<file path="config.mk">
export PLATFORM = sky130hd
export DESIGN_NAME = jack_token_scanner_top
export DESIGN_NICKNAME = d
export VERILOG_FILES = /design/src/design/jts_pkg.sv /design/src/design/jts_front.sv /design/src/design/jts_back.sv /design/src/design/jack_token_scanner_top.sv
export VERILOG_INCLUDE_DIRS = /design/src /design/src/design
export SDC_FILE = /design/constraint.sdc
export NUM_CORES = 1
export LEC_CHECK = 0
export ABC_AREA = 1
export BUFFER_PORTS_ARGS = -buffer_cell sky130_fd_sc_hd__buf_2
export CORE_MARGIN = 2
export CORE_UTILIZATION = 49
export CTS_CLUSTER_DIAMETER = 200
export CTS_CLUSTER_SIZE = 28
export DETAILED_ROUTE_END_ITERATION = 8
export GPL_TIMING_DRIVEN = 0
export HOLD_SLACK_MARGIN = 0.15
export PLACE_DENSITY_LB_ADDON = 0.2
export SYNTH_ARGS = -nofsm -noshare
export SYNTH_HDL_FRONTEND = slang
export SYNTH_SLANG_ARGS = --single-unit
</file>
<file path="constraint.sdc">
create_clock -name clk -period 7.9 [get_ports clk]
set_clock_uncertainty 0.05 [all_clocks]
set_input_delay 0.79 -clock clk [delete_from_list [all_inputs] [get_ports clk]]
set_output_delay 0.79 -clock clk [all_outputs]
set_load 0.02 [all_outputs]
</file>
<file path="src/design/assert_macros.svh">
// Assertion macros of the token scanner design files.
// Depends on nothing; included by files that carry concurrent checks.
`ifndef ASSERT_MACROS_SVH
`define ASSERT_MACROS_SVH

// Property must hold at every rising edge outside reset.
`define JTS_ASSERT(lbl, clk, rst_n, prop, msg) \
	lbl: assert property (@(posedge clk) disable iff (!rst_n) prop) \
		else $error(msg);

// Expression must never be true at a rising edge outside reset.
`define JTS_ASSERT_NEVER(lbl, clk, rst_n, expr, msg) \
	lbl: assert property (@(posedge clk) disable iff (!rst_n) !(expr)) \
		else $error(msg);

`endif

</file>
<file path="src/design/jts_pkg.sv">
// Types, codes and character tables of the token scanner.
// No dependencies; imported by every module of the block.
package jts_pkg;

	localparam int NUM_KW    = 21;
	localparam int NUM_PUNCT = 19;
	localparam int KW_CHARS  = 11;
	localparam int QDEPTH    = 4;
	localparam int QPTR_W    = $clog2(QDEPTH);
	localparam int LEVEL_W   = $clog2(QDEPTH + 1);

	typedef logic [5:0] kind_t;
	typedef logic [NUM_KW-1:0] kw_mask_t;

	localparam kind_t KIND_PUNCT_BASE = 6'd21;
	localparam kind_t KIND_SLASH      = 6'd29;
	localparam kind_t KIND_NAME       = 6'd40;
	localparam kind_t KIND_INT        = 6'd41;
	localparam kind_t KIND_STRING     = 6'd42;
	localparam kind_t KIND_EOF        = 6'd43;
	localparam kind_t KIND_STRAY      = 6'd44;
	localparam kind_t KIND_TEXT       = 6'd45;

	localparam kw_mask_t KW_ALL = '1;
	localparam logic [LEVEL_W-1:0] QLEVEL_MAX = LEVEL_W'(QDEPTH);

	localparam logic [7:0] CH_SLASH      = "/";
	localparam logic [7:0] CH_STAR       = "*";
	localparam logic [7:0] CH_QUOTE      = "\"";
	localparam logic [7:0] CH_UNDERSCORE = "_";
	localparam logic [7:0] CH_NEWLINE    = 8'd10;

	// Keywords in token code order; each is right-justified, first character highest.
	localparam logic [8*KW_CHARS-1:0] KW_STR [NUM_KW] = '{
		"class", "method", "function", "constructor", "int", "boolean", "char",
		"void", "var", "static", "field", "let", "do", "if", "else", "while",
		"return", "true", "false", "null", "this"
	};
	localparam logic [3:0] KW_LEN [NUM_KW] = '{
		4'd5, 4'd6, 4'd8, 4'd11, 4'd3, 4'd7, 4'd4, 4'd4, 4'd3, 4'd6, 4'd5,
		4'd3, 4'd2, 4'd2, 4'd4, 4'd5, 4'd6, 4'd4, 4'd5, 4'd4, 4'd4
	};
	localparam logic [7:0] PUNCT_CHAR [NUM_PUNCT] = '{
		"&", "(", ")", "*", "+", ",", "-", ".", "/", ";", "<", "=", ">", "[",
		"]", "{", "|", "}", "~"
	};

	typedef enum logic [7:0] {
		ST_START     = 8'b0000_0001,
		ST_SLASH     = 8'b0000_0010,
		ST_LINE      = 8'b0000_0100,
		ST_BLOCK     = 8'b0000_1000,
		ST_BLOCK_END = 8'b0001_0000,
		ST_STRING    = 8'b0010_0000,
		ST_NUMBER    = 8'b0100_0000,
		ST_NAME      = 8'b1000_0000
	} lex_state_t;

	typedef struct packed {
		logic [7:0] char_byte;
		logic       end_of_input;
	} in_item_t;

	typedef struct packed {
		logic [5:0]  token_kind;
		logic [7:0]  text_byte;
		logic [15:0] int_value;
		logic        int_overflow;
		logic [15:0] line_number;
		logic [15:0] column_number;
		logic        last_of_run;
	} out_item_t;

	// All results caused by one source character.
	typedef struct packed {
		kind_t       kind0;
		kind_t       kind1;
		logic        two;
		logic [7:0]  text;
		logic [15:0] int_value;
		logic        int_overflow;
		logic [15:0] line;
		logic [15:0] col;
	} bundle_t;

	typedef struct packed {
		logic [LEVEL_W-1:0] level;
		logic               second;
	} qstat_t;

	typedef struct packed {
		logic       emit;
		kind_t      kind;
		lex_state_t state;
	} start_t;

	function automatic logic is_digit(input logic [7:0] c);
		return c inside {["0":"9"]};
	endfunction

	function automatic logic is_alpha(input logic [7:0] c);
		return c inside {["a":"z"], ["A":"Z"]};
	endfunction

	function automatic logic is_space(input logic [7:0] c);
		return c inside {" ", [8'd9:8'd13]};
	endfunction

	// Keywords whose character at position pos equals c.
	function automatic kw_mask_t kw_match(input logic [3:0] pos, input logic [7:0] c);
		kw_mask_t m;
		int       idx;
		m = '0;
		for (int k = 0; k < NUM_KW; k++) begin
			if (pos < KW_LEN[k]) begin
				idx = int'(KW_LEN[k]) - 1 - int'(pos);
				m[k] = (KW_STR[k][idx*8 +: 8] == c);
			end
		end
		return m;
	endfunction

	// Decision for a character met in the start state.
	function automatic start_t start_class(input logic [7:0] c);
		start_t s;
		s.emit  = 1'b0;
		s.kind  = KIND_STRAY;
		s.state = ST_START;
		if (c == CH_SLASH) begin
			s.state = ST_SLASH;
		end else if (c == CH_QUOTE) begin
			s.state = ST_STRING;
		end else if (is_digit(c)) begin
			s.state = ST_NUMBER;
		end else if (is_alpha(c) || c == CH_UNDERSCORE) begin
			s.state = ST_NAME;
			s.emit  = 1'b1;
			s.kind  = KIND_TEXT;
		end else if (!is_space(c)) begin
			s.emit = 1'b1;
			for (int k = 0; k < NUM_PUNCT; k++) begin
				if (PUNCT_CHAR[k] == c) begin
					s.kind = KIND_PUNCT_BASE + 6'(k);
				end
			end
		end
		return s;
	endfunction

endpackage

</file>
<file path="src/design/jts_front.sv">
// Front end of the token scanner: lexer state, keyword tracking, number and position counters.
// Depends on jts_pkg; hands one bundle of up to two results per character to jts_back.
module jts_front import jts_pkg::*; #(
	parameter int VALUE_WIDTH    = 16,
	parameter int POSITION_WIDTH = 16
) (
	input  logic     clk,
	input  logic     arst_n,
	input  logic     push,
	input  in_item_t item,
	input  logic     q_full,
	output logic     bundle_push,
	output bundle_t  bundle
);

	localparam int VW = VALUE_WIDTH;
	localparam int PW = POSITION_WIDTH;

	lex_state_t      st_q, st_n;
	kw_mask_t        ka_q, ka_n;
	logic [3:0]      len_q, len_n;
	logic [VW-1:0]   acc_q, acc_n;
	logic            ovf_q, ovf_n;
	logic [PW-1:0]   line_q, line_n;
	logic [PW-1:0]   col_q, col_n;

	logic            accept;
	logic [7:0]      c;
	start_t          sc;
	logic [VW+3:0]   prod;
	kind_t           k0, k1, name_kind;
	logic [1:0]      nres;
	logic            do_start, second;
	logic [VW-1:0]   ival;
	logic            iovf;
	logic [VW+15:0]  ival_ext;
	logic [PW+15:0]  line_ext, col_ext;

	assign accept = push && !q_full;
	assign c      = item.char_byte;
	assign sc     = start_class(c);

	// acc * 10 + digit; anything in the top four bits means the value no longer fits.
	assign prod = ({4'b0, acc_q} << 3) + ({4'b0, acc_q} << 1) + (VW+4)'(c[3:0]);

	// The first live keyword of matching length wins; otherwise it is a plain name.
	always_comb begin
		name_kind = KIND_NAME;
		for (int k = NUM_KW - 1; k >= 0; k--) begin
			if (ka_q[k] && KW_LEN[k] == len_q) begin
				name_kind = 6'(k);
			end
		end
	end

	always_comb begin
		st_n     = st_q;
		ka_n     = ka_q;
		len_n    = len_q;
		acc_n    = acc_q;
		ovf_n    = ovf_q;
		line_n   = line_q;
		col_n    = col_q;
		k0       = KIND_EOF;
		k1       = KIND_EOF;
		nres     = 2'd0;
		do_start = 1'b0;
		second   = 1'b0;
		ival     = '0;
		iovf     = 1'b0;
		if (item.end_of_input) begin
			st_n  = ST_START;
			ka_n  = KW_ALL;
			len_n = 4'd0;
			acc_n = '0;
			ovf_n = 1'b0;
			k0    = KIND_EOF;
			nres  = 2'd1;
		end else begin
			if (c == CH_NEWLINE) begin
				col_n = '0;
				if (!(&line_q)) begin
					line_n = line_q + PW'(1);
				end
			end else if (!(&col_q)) begin
				col_n = col_q + PW'(1);
			end
			case (st_q)
				ST_START: begin
					do_start = 1'b1;
				end
				ST_SLASH: begin
					if (c == CH_SLASH) begin
						st_n = ST_LINE;
					end else if (c == CH_STAR) begin
						st_n = ST_BLOCK;
					end else begin
						k0       = KIND_SLASH;
						nres     = 2'd1;
						do_start = 1'b1;
						second   = 1'b1;
					end
				end
				ST_LINE: begin
					if (c == CH_NEWLINE) begin
						st_n = ST_START;
					end
				end
				ST_BLOCK: begin
					if (c == CH_STAR) begin
						st_n = ST_BLOCK_END;
					end
				end
				ST_BLOCK_END: begin
					st_n = (c == CH_SLASH) ? ST_START : ST_BLOCK;
				end
				ST_STRING: begin
					nres = 2'd1;
					if (c == CH_QUOTE) begin
						st_n = ST_START;
						k0   = KIND_STRING;
					end else begin
						k0 = KIND_TEXT;
					end
				end
				ST_NUMBER: begin
					if (is_digit(c)) begin
						if (prod[VW+3:VW] != 4'd0) begin
							acc_n = '1;
							ovf_n = 1'b1;
						end else begin
							acc_n = prod[VW-1:0];
						end
					end else begin
						k0       = KIND_INT;
						ival     = acc_q;
						iovf     = ovf_q;
						nres     = 2'd1;
						acc_n    = '0;
						ovf_n    = 1'b0;
						do_start = 1'b1;
						second   = 1'b1;
					end
				end
				ST_NAME: begin
					nres = 2'd1;
					if (is_alpha(c) || is_digit(c) || c == CH_UNDERSCORE) begin
						ka_n = ka_q & kw_match(len_q, c);
						if (len_q != 4'd15) begin
							len_n = len_q + 4'd1;
						end
						k0 = KIND_TEXT;
					end else begin
						k0       = name_kind;
						ka_n     = KW_ALL;
						len_n    = 4'd0;
						do_start = 1'b1;
						second   = 1'b1;
					end
				end
				default: begin
					do_start = 1'b1;
				end
			endcase
			// The character that ended a token is taken again from the start state.
			if (do_start) begin
				st_n = sc.state;
				if (sc.state == ST_NUMBER) begin
					acc_n = {{(VW-4){1'b0}}, c[3:0]};
					ovf_n = 1'b0;
				end
				if (sc.state == ST_NAME) begin
					ka_n  = kw_match(4'd0, c);
					len_n = 4'd1;
				end
				if (sc.emit) begin
					if (second) begin
						k1   = sc.kind;
						nres = 2'd2;
					end else begin
						k0   = sc.kind;
						nres = 2'd1;
					end
				end
			end
		end
	end

	assign ival_ext = {16'b0, ival};
	assign line_ext = {16'b0, line_n};
	assign col_ext  = {16'b0, col_n};

	always_comb begin
		bundle.kind0        = k0;
		bundle.kind1        = k1;
		bundle.two          = (nres == 2'd2);
		bundle.text         = c;
		bundle.int_value    = ival_ext[15:0];
		bundle.int_overflow = iovf;
		bundle.line         = line_ext[15:0];
		bundle.col          = col_ext[15:0];
	end

	assign bundle_push = accept && (nres != 2'd0);

	always_ff @(posedge clk or negedge arst_n) begin
		if (!arst_n) begin
			st_q   <= ST_START;
			ka_q   <= KW_ALL;
			len_q  <= 4'd0;
			acc_q  <= '0;
			ovf_q  <= 1'b0;
			line_q <= PW'(1);
			col_q  <= '0;
		end else if (accept) begin
			st_q   <= st_n;
			ka_q   <= ka_n;
			len_q  <= len_n;
			acc_q  <= acc_n;
			ovf_q  <= ovf_n;
			line_q <= line_n;
			col_q  <= col_n;
		end
	end

endmodule

</file>
<file path="src/design/jts_back.sv">
// Back end of the token scanner: result queue and one-result-per-transfer unpacking.
// Depends on jts_pkg; fed by jts_front with bundles of one or two results.
module jts_back import jts_pkg::*; (
	input  logic      clk,
	input  logic      arst_n,
	input  logic      bundle_push,
	input  bundle_t   bundle,
	output logic      q_full,
	output logic      empty,
	input  logic      pop,
	output out_item_t result,
	output qstat_t    stat
);

	bundle_t              mem_q [QDEPTH];
	logic [QPTR_W-1:0]    wr_ptr_q, rd_ptr_q;
	logic [LEVEL_W-1:0]   level_q;
	logic                 sub_q;

	bundle_t              head;
	kind_t                kind;
	logic                 last;
	logic                 xfer, deq;

	assign head   = mem_q[rd_ptr_q];
	assign empty  = (level_q == '0);
	assign q_full = (level_q == QLEVEL_MAX);
	assign kind   = sub_q ? head.kind1 : head.kind0;
	assign last   = !(head.two && !sub_q);
	assign xfer   = pop && !empty;
	assign deq    = xfer && last;

	always_comb begin
		result.token_kind    = kind;
		result.text_byte     = (kind == KIND_TEXT) ? head.text : 8'd0;
		result.int_value     = (kind == KIND_INT) ? head.int_value : 16'd0;
		result.int_overflow  = (kind == KIND_INT) && head.int_overflow;
		result.line_number   = head.line;
		result.column_number = head.col;
		result.last_of_run   = last;
	end

	assign stat.level  = level_q;
	assign stat.second = sub_q;

	always_ff @(posedge clk) begin
		if (bundle_push) begin
			mem_q[wr_ptr_q] <= bundle;
		end
	end

	always_ff @(posedge clk or negedge arst_n) begin
		if (!arst_n) begin
			wr_ptr_q <= '0;
			rd_ptr_q <= '0;
			level_q  <= '0;
			sub_q    <= 1'b0;
		end else begin
			if (bundle_push) begin
				wr_ptr_q <= wr_ptr_q + QPTR_W'(1);
			end
			if (deq) begin
				rd_ptr_q <= rd_ptr_q + QPTR_W'(1);
			end
			if (bundle_push && !deq) begin
				level_q <= level_q + LEVEL_W'(1);
			end else if (deq && !bundle_push) begin
				level_q <= level_q - LEVEL_W'(1);
			end
			// A two-result entry stays at the head until its second transfer.
			if (xfer) begin
				sub_q <= !last;
			end
		end
	end

endmodule

</file>
<file path="src/design/jack_token_scanner_top.sv">
// Latency: a result can be taken in the cycle after its character's transfer.
// Throughput: one character per cycle while full is low and each gives at most one result;
// one giving two results takes two result transfers, paced by the single result port.
// A four-entry queue of result bundles lets the front end keep taking characters meanwhile.
// Reset (arst_n low, asynchronous): lexer at start, line 1, column 0, queue empty.
`include "assert_macros.svh"

module jack_token_scanner_top import jts_pkg::*; #(
	parameter int VALUE_WIDTH    = 16,
	parameter int POSITION_WIDTH = 16
) (
	input  logic      clk,
	input  logic      arst_n,
	input  logic      push,
	output logic      full,
	input  in_item_t  item,
	output logic      empty,
	input  logic      pop,
	output out_item_t result
);

	logic    bundle_push;
	bundle_t bundle;
	qstat_t  stat;

	jts_front #(
		.VALUE_WIDTH   (VALUE_WIDTH),
		.POSITION_WIDTH(POSITION_WIDTH)
	) u_front (
		.clk        (clk),
		.arst_n     (arst_n),
		.push       (push),
		.item       (item),
		.q_full     (full),
		.bundle_push(bundle_push),
		.bundle     (bundle)
	);

	jts_back u_back (
		.clk        (clk),
		.arst_n     (arst_n),
		.bundle_push(bundle_push),
		.bundle     (bundle),
		.q_full     (full),
		.empty      (empty),
		.pop        (pop),
		.result     (result),
		.stat       (stat)
	);

	`JTS_ASSERT(a_level_bound, clk, arst_n, stat.level <= QLEVEL_MAX, "result queue overfilled")
	`JTS_ASSERT_NEVER(a_second_needs_entry, clk, arst_n, stat.second && empty, "second result pending on empty queue")
	`JTS_ASSERT(a_pair_follows, clk, arst_n, (pop && !empty && !result.last_of_run) |=> !empty, "second result of a pair was lost")
	`JTS_ASSERT(a_eof_last, clk, arst_n, (!empty && result.token_kind == KIND_EOF) |-> result.last_of_run, "end of file is not the last result of its character")

endmodule

</file>
==> summary.txt <==
Status
  • Status: completed

Pwr
  • Total power per unit cell area: roughly 300 nW/µm²
  • Leak pwr: approximately 0.0087 µW
  • Max IR drop VDD: around 0.18 mV
  • Total Power: approximately 6600 µW

Clocking
  • Clock latency on the worst-skew pair: about 0.53 ns
  • CTS tree: done
  • Clock root buffer: clkbuf_16
  • Worst-path clk slew: 0.11 ns
  • CTS Buffer Depth: 3
  • Post-CTS Resized: 0
  • Hold_buf cts: 1
  • H-tree levels: 1
  • CTS buffer count: 17
  • Post-CTS Repair Setup Buffers: 0
  • Clock sink count: 370

Finish
  • Non-filler cells, final: ~2900
  • Fillers: between 3000 and 4000
  • Finished Cell Area: between 20000 and 25000 µm²
  • # nets final: approximately 2500
  • Ant. Diodes: 0
  • Share of cells above drive strength 1: a little under a tenth
  • Synth-to-layout area growth: 8.94%

Global route
  • GRT Total Usage: a little over a quarter
  • Vias in the first global route: approximately 16000
  • Initial antenna violation count: 0
  • Met3 usage: roughly 2.2%
  • Largest net degree at the start of global routing: 67
  • GRT Max-Usage Layer: met2
  • Overflow left after global routing: 0
  • Global-route wire length before repair: ~90 mm
  • Met2 Track Usage GR: a little over two fifths
  • GR Layer Usage met1: between 30 and 40%

Drt
  • Vias post-DR: ~17000
  • Starting DRT DRC Count: approximately 1900
  • DR WL/cell: 20.1 µm
  • First drt pass iteration count: 6
  • Routed vias/inst: 5.81
  • Antenna Nets Post-Route: 0
  • Routed WL: between 50 and 60 mm
  • Drc violations: 0

Placed design
  • Port Buffers: ~80
  • Placed instance count: roughly 2900
  • Routability cong.: around 1
  • Placed Area: 21600 µm²
  • HPWL after DPL: ~43 mm

Yosys
  • Distinct cells, synth: around 70
  • EDFF count, synth: between 200 and 300
  • Mean area per synthesized cell: around 9 µm²
  • Post-synthesis sequential area ratio: a little over half
  • Gate Count Post-Synth: between 2000 and 2500
  • Synth Cell Area: approximately 20000 µm²
  • Leading area contributor after synthesis: edfxtp_1
  • Post-synth top area share: slightly above 40%
  • Synth cell count leaders: 366 x nor2_1, 347 x nand2_1, 290 x o21ai_0, 280 x edfxtp_1, 197 x inv_1
  • Syn_nets: 2354
  • YS warnings: 0
  • Async S/R FF share, synth: 24.3%
  • Flops & latches, synth: 370
  • Cells taking the most area after synthesis: edfxtp_1 41%, dfrtp_1 8.2%, o21ai_0 7.1%
  • Most common cell in the netlist: nor2_1
  • Ys flop type: edfxtp_1

STA
  • Slew headroom: between 15 and 20%
  • Hold_ws: ~0.45 ns
  • Setup TNS: 0 ns
  • Fin crit period: approximately 4.7 ns
  • RSZ-0062 raised after global routing: false
  • Max Slew Vio Count: 0
  • Final Setup Violations: 0
  • Final hold violations: 0
  • Worst-Margin Slew: 1.20 ns
  • Final period util: between 60 and 70%
  • F_max: roughly 210 MHz

Die
  • IO Count: between 70 and 80
  • Die extent in y: roughly 210 µm
  • Die Width: about 210 µm
  • # rows: 74
  • CORE AREA: 40900 µm²
  • Initial Util: 49.7%
  • Die Area: about 43000 µm²

Setup path
  • CP Data Arrival Time: 3.91 ns
  • Startpoint Class: flip-flop
  • Worst r2r path cells: 17
  • Setup crit end kind: output pin
  • Reg-to-reg endpoint: u_front.ka_q[18]$_DFFE_PN1P_
  • Cell family with most CP delay: buffers and inverters
  • Critical Path Fanout Max: 10
  • CP Cell Sequence: clkbuf_1, clkbuf_1, nor2_1, o22ai_1, nand2_1, a221oi_1, nand4_1, clkbuf_1, a21oi_1, buf_2
  • Critical path buffer and inverter count: 4
  • Flop2flop setup slack: ~3.6 ns
  • Critical Path RT: 7.06 ns
  • Crit Path Class: flip-flop to output pin
  • Crit path launch: u_back.rd_ptr_q[0]$_DFFE_PN0P_
  • Worst path most repeated cell: clkbuf_1
  • Slowest stage cell, crit path: clkbuf_1
  • Worst path max stage delay: 0.57 ns
  • FF-to-FF Start: u_front.len_q[1]$_DFFE_PN0P_

Min path
  • Hold path startpoint: u_front.ka_q[7]$_DFFE_PN1P_
  • Hold Crit Class: flip-flop to flip-flop
  • WHS Path Cells: 2
  • Hold path endpoint: u_front.ka_q[7]$_DFFE_PN1P_

Flow run
  • Max Cap Viol: 0
## flip-flops by register name, summed over array words and instances (netlist names)
signal,cells
u_back.mem_q,280
u_front.ka_q,21
u_front.acc_q,16
u_front.col_q,16
u_front.line_q,16
u_front.st_q,8
u_front.len_q,4
u_back.level_q,3
u_back.rd_ptr_q,2
u_back.wr_ptr_q,2
u_back.sub_q,1
u_front.ovf_q,1
## kinds of logic after synthesis
logic type               after synthesis  share of synthesized area (%)
buffers and inverters                323                           6.28
AO/OA/AOI/OAI                        566                           15.6
multiplexers                           1                         0.0554
AND/OR/NAND/NOR                      899                           18.9
flip-flops                           370                           52.6
XOR/XNOR                              72                           3.10
adder cells (fa/ha/maj)               55                           3.49
## routing by layer
layer | routed length, µm | up-vias
met5 | 0 | -
met4 | 1970 | 0
met3 | 4210 | 112
met2 | 26400 | 738
met1 | 26400 | 8143
li1 | - | 8073
## through the flow
stage	utilization (%)	worst slack (ns)
floorplan	-	2.03
global placement	52.3	-1.05
detailed placement	52.9	3.29
CTS	54.1	3.12
global route	54.1	2.91
finish	54.1	3.15
## report_power, final
part	total [µW]	internal (µW)	leakage, µW	switching (µW)
Sequential	2780	2630	0.00370	153
Clock	1020	420	0.000234	603
Combinational	2850	816	0.00480	2030
Total	6650	3860	0.00874	2790
## worst register-to-register path, delay by kind of cell, from the launching register on
family                   cells  cell delay, ns
flip-flops                   1            0.48
AO/OA/AOI/OAI                3            0.42
AND/OR/NAND/NOR              9            1.67
adder cells (fa/ha/maj)      1            0.30
XOR/XNOR                     1            0.47
buffers and inverters        3            0.82
## cells in the final DEF (no fill, tap or decap), types with 8 or more instances in the layout
master,count
nand2_2,11
nand2_1,347
nor4_1,13
nor3_1,48
buf_2,86
buf_4,8
o22ai_1,63
inv_2,22
edfxtp_1,280
nand3_1,51
inv_1,197
clkbuf_1,82
nand4_1,31
dfrtp_1,67
o21ai_0,290
buf_1,9
dfstp_2,23
ha_1,52
nor2_4,11
a21oi_1,128
o211ai_1,10
xor2_1,68
a31oi_1,13
clkbuf_16,17
nor2_1,362
## layout make-up
| type | count | area (µm²) | area share [%] |
|---|---|---|---|
| Multi-Input combinational cell | 1593 | 8400 | 37.9 |
| Sequential cell | 370 | 10700 | 48.3 |
| Tap cell | 532 | 666 | 3.00 |
| Buffer | 98 | 420 | 1.90 |
| Inverter | 225 | 857 | 3.87 |
| Clock inverter | 1 | 30.0 | 0.136 |
| Timing Repair Buffer | 89 | 626 | 2.82 |
| Clock buffer | 28 | 467 | 2.11 |
## worst max-delay path by stage
stage	to	slack, ns	depth (start not counted)
floorplan	u_back.mem_q[0][0]$_DFFE_PP_	2.03	18
global placement	u_back.mem_q[0][5]$_DFFE_PP_	-1.05	19
detailed placement	u_back.mem_q[2][5]$_DFFE_PP_	3.29	20
CTS	result[37]	3.12	10
global route	result[37]	2.91	10
finish	result[37]	3.15	10
Power figures use the tool's default switching activity.
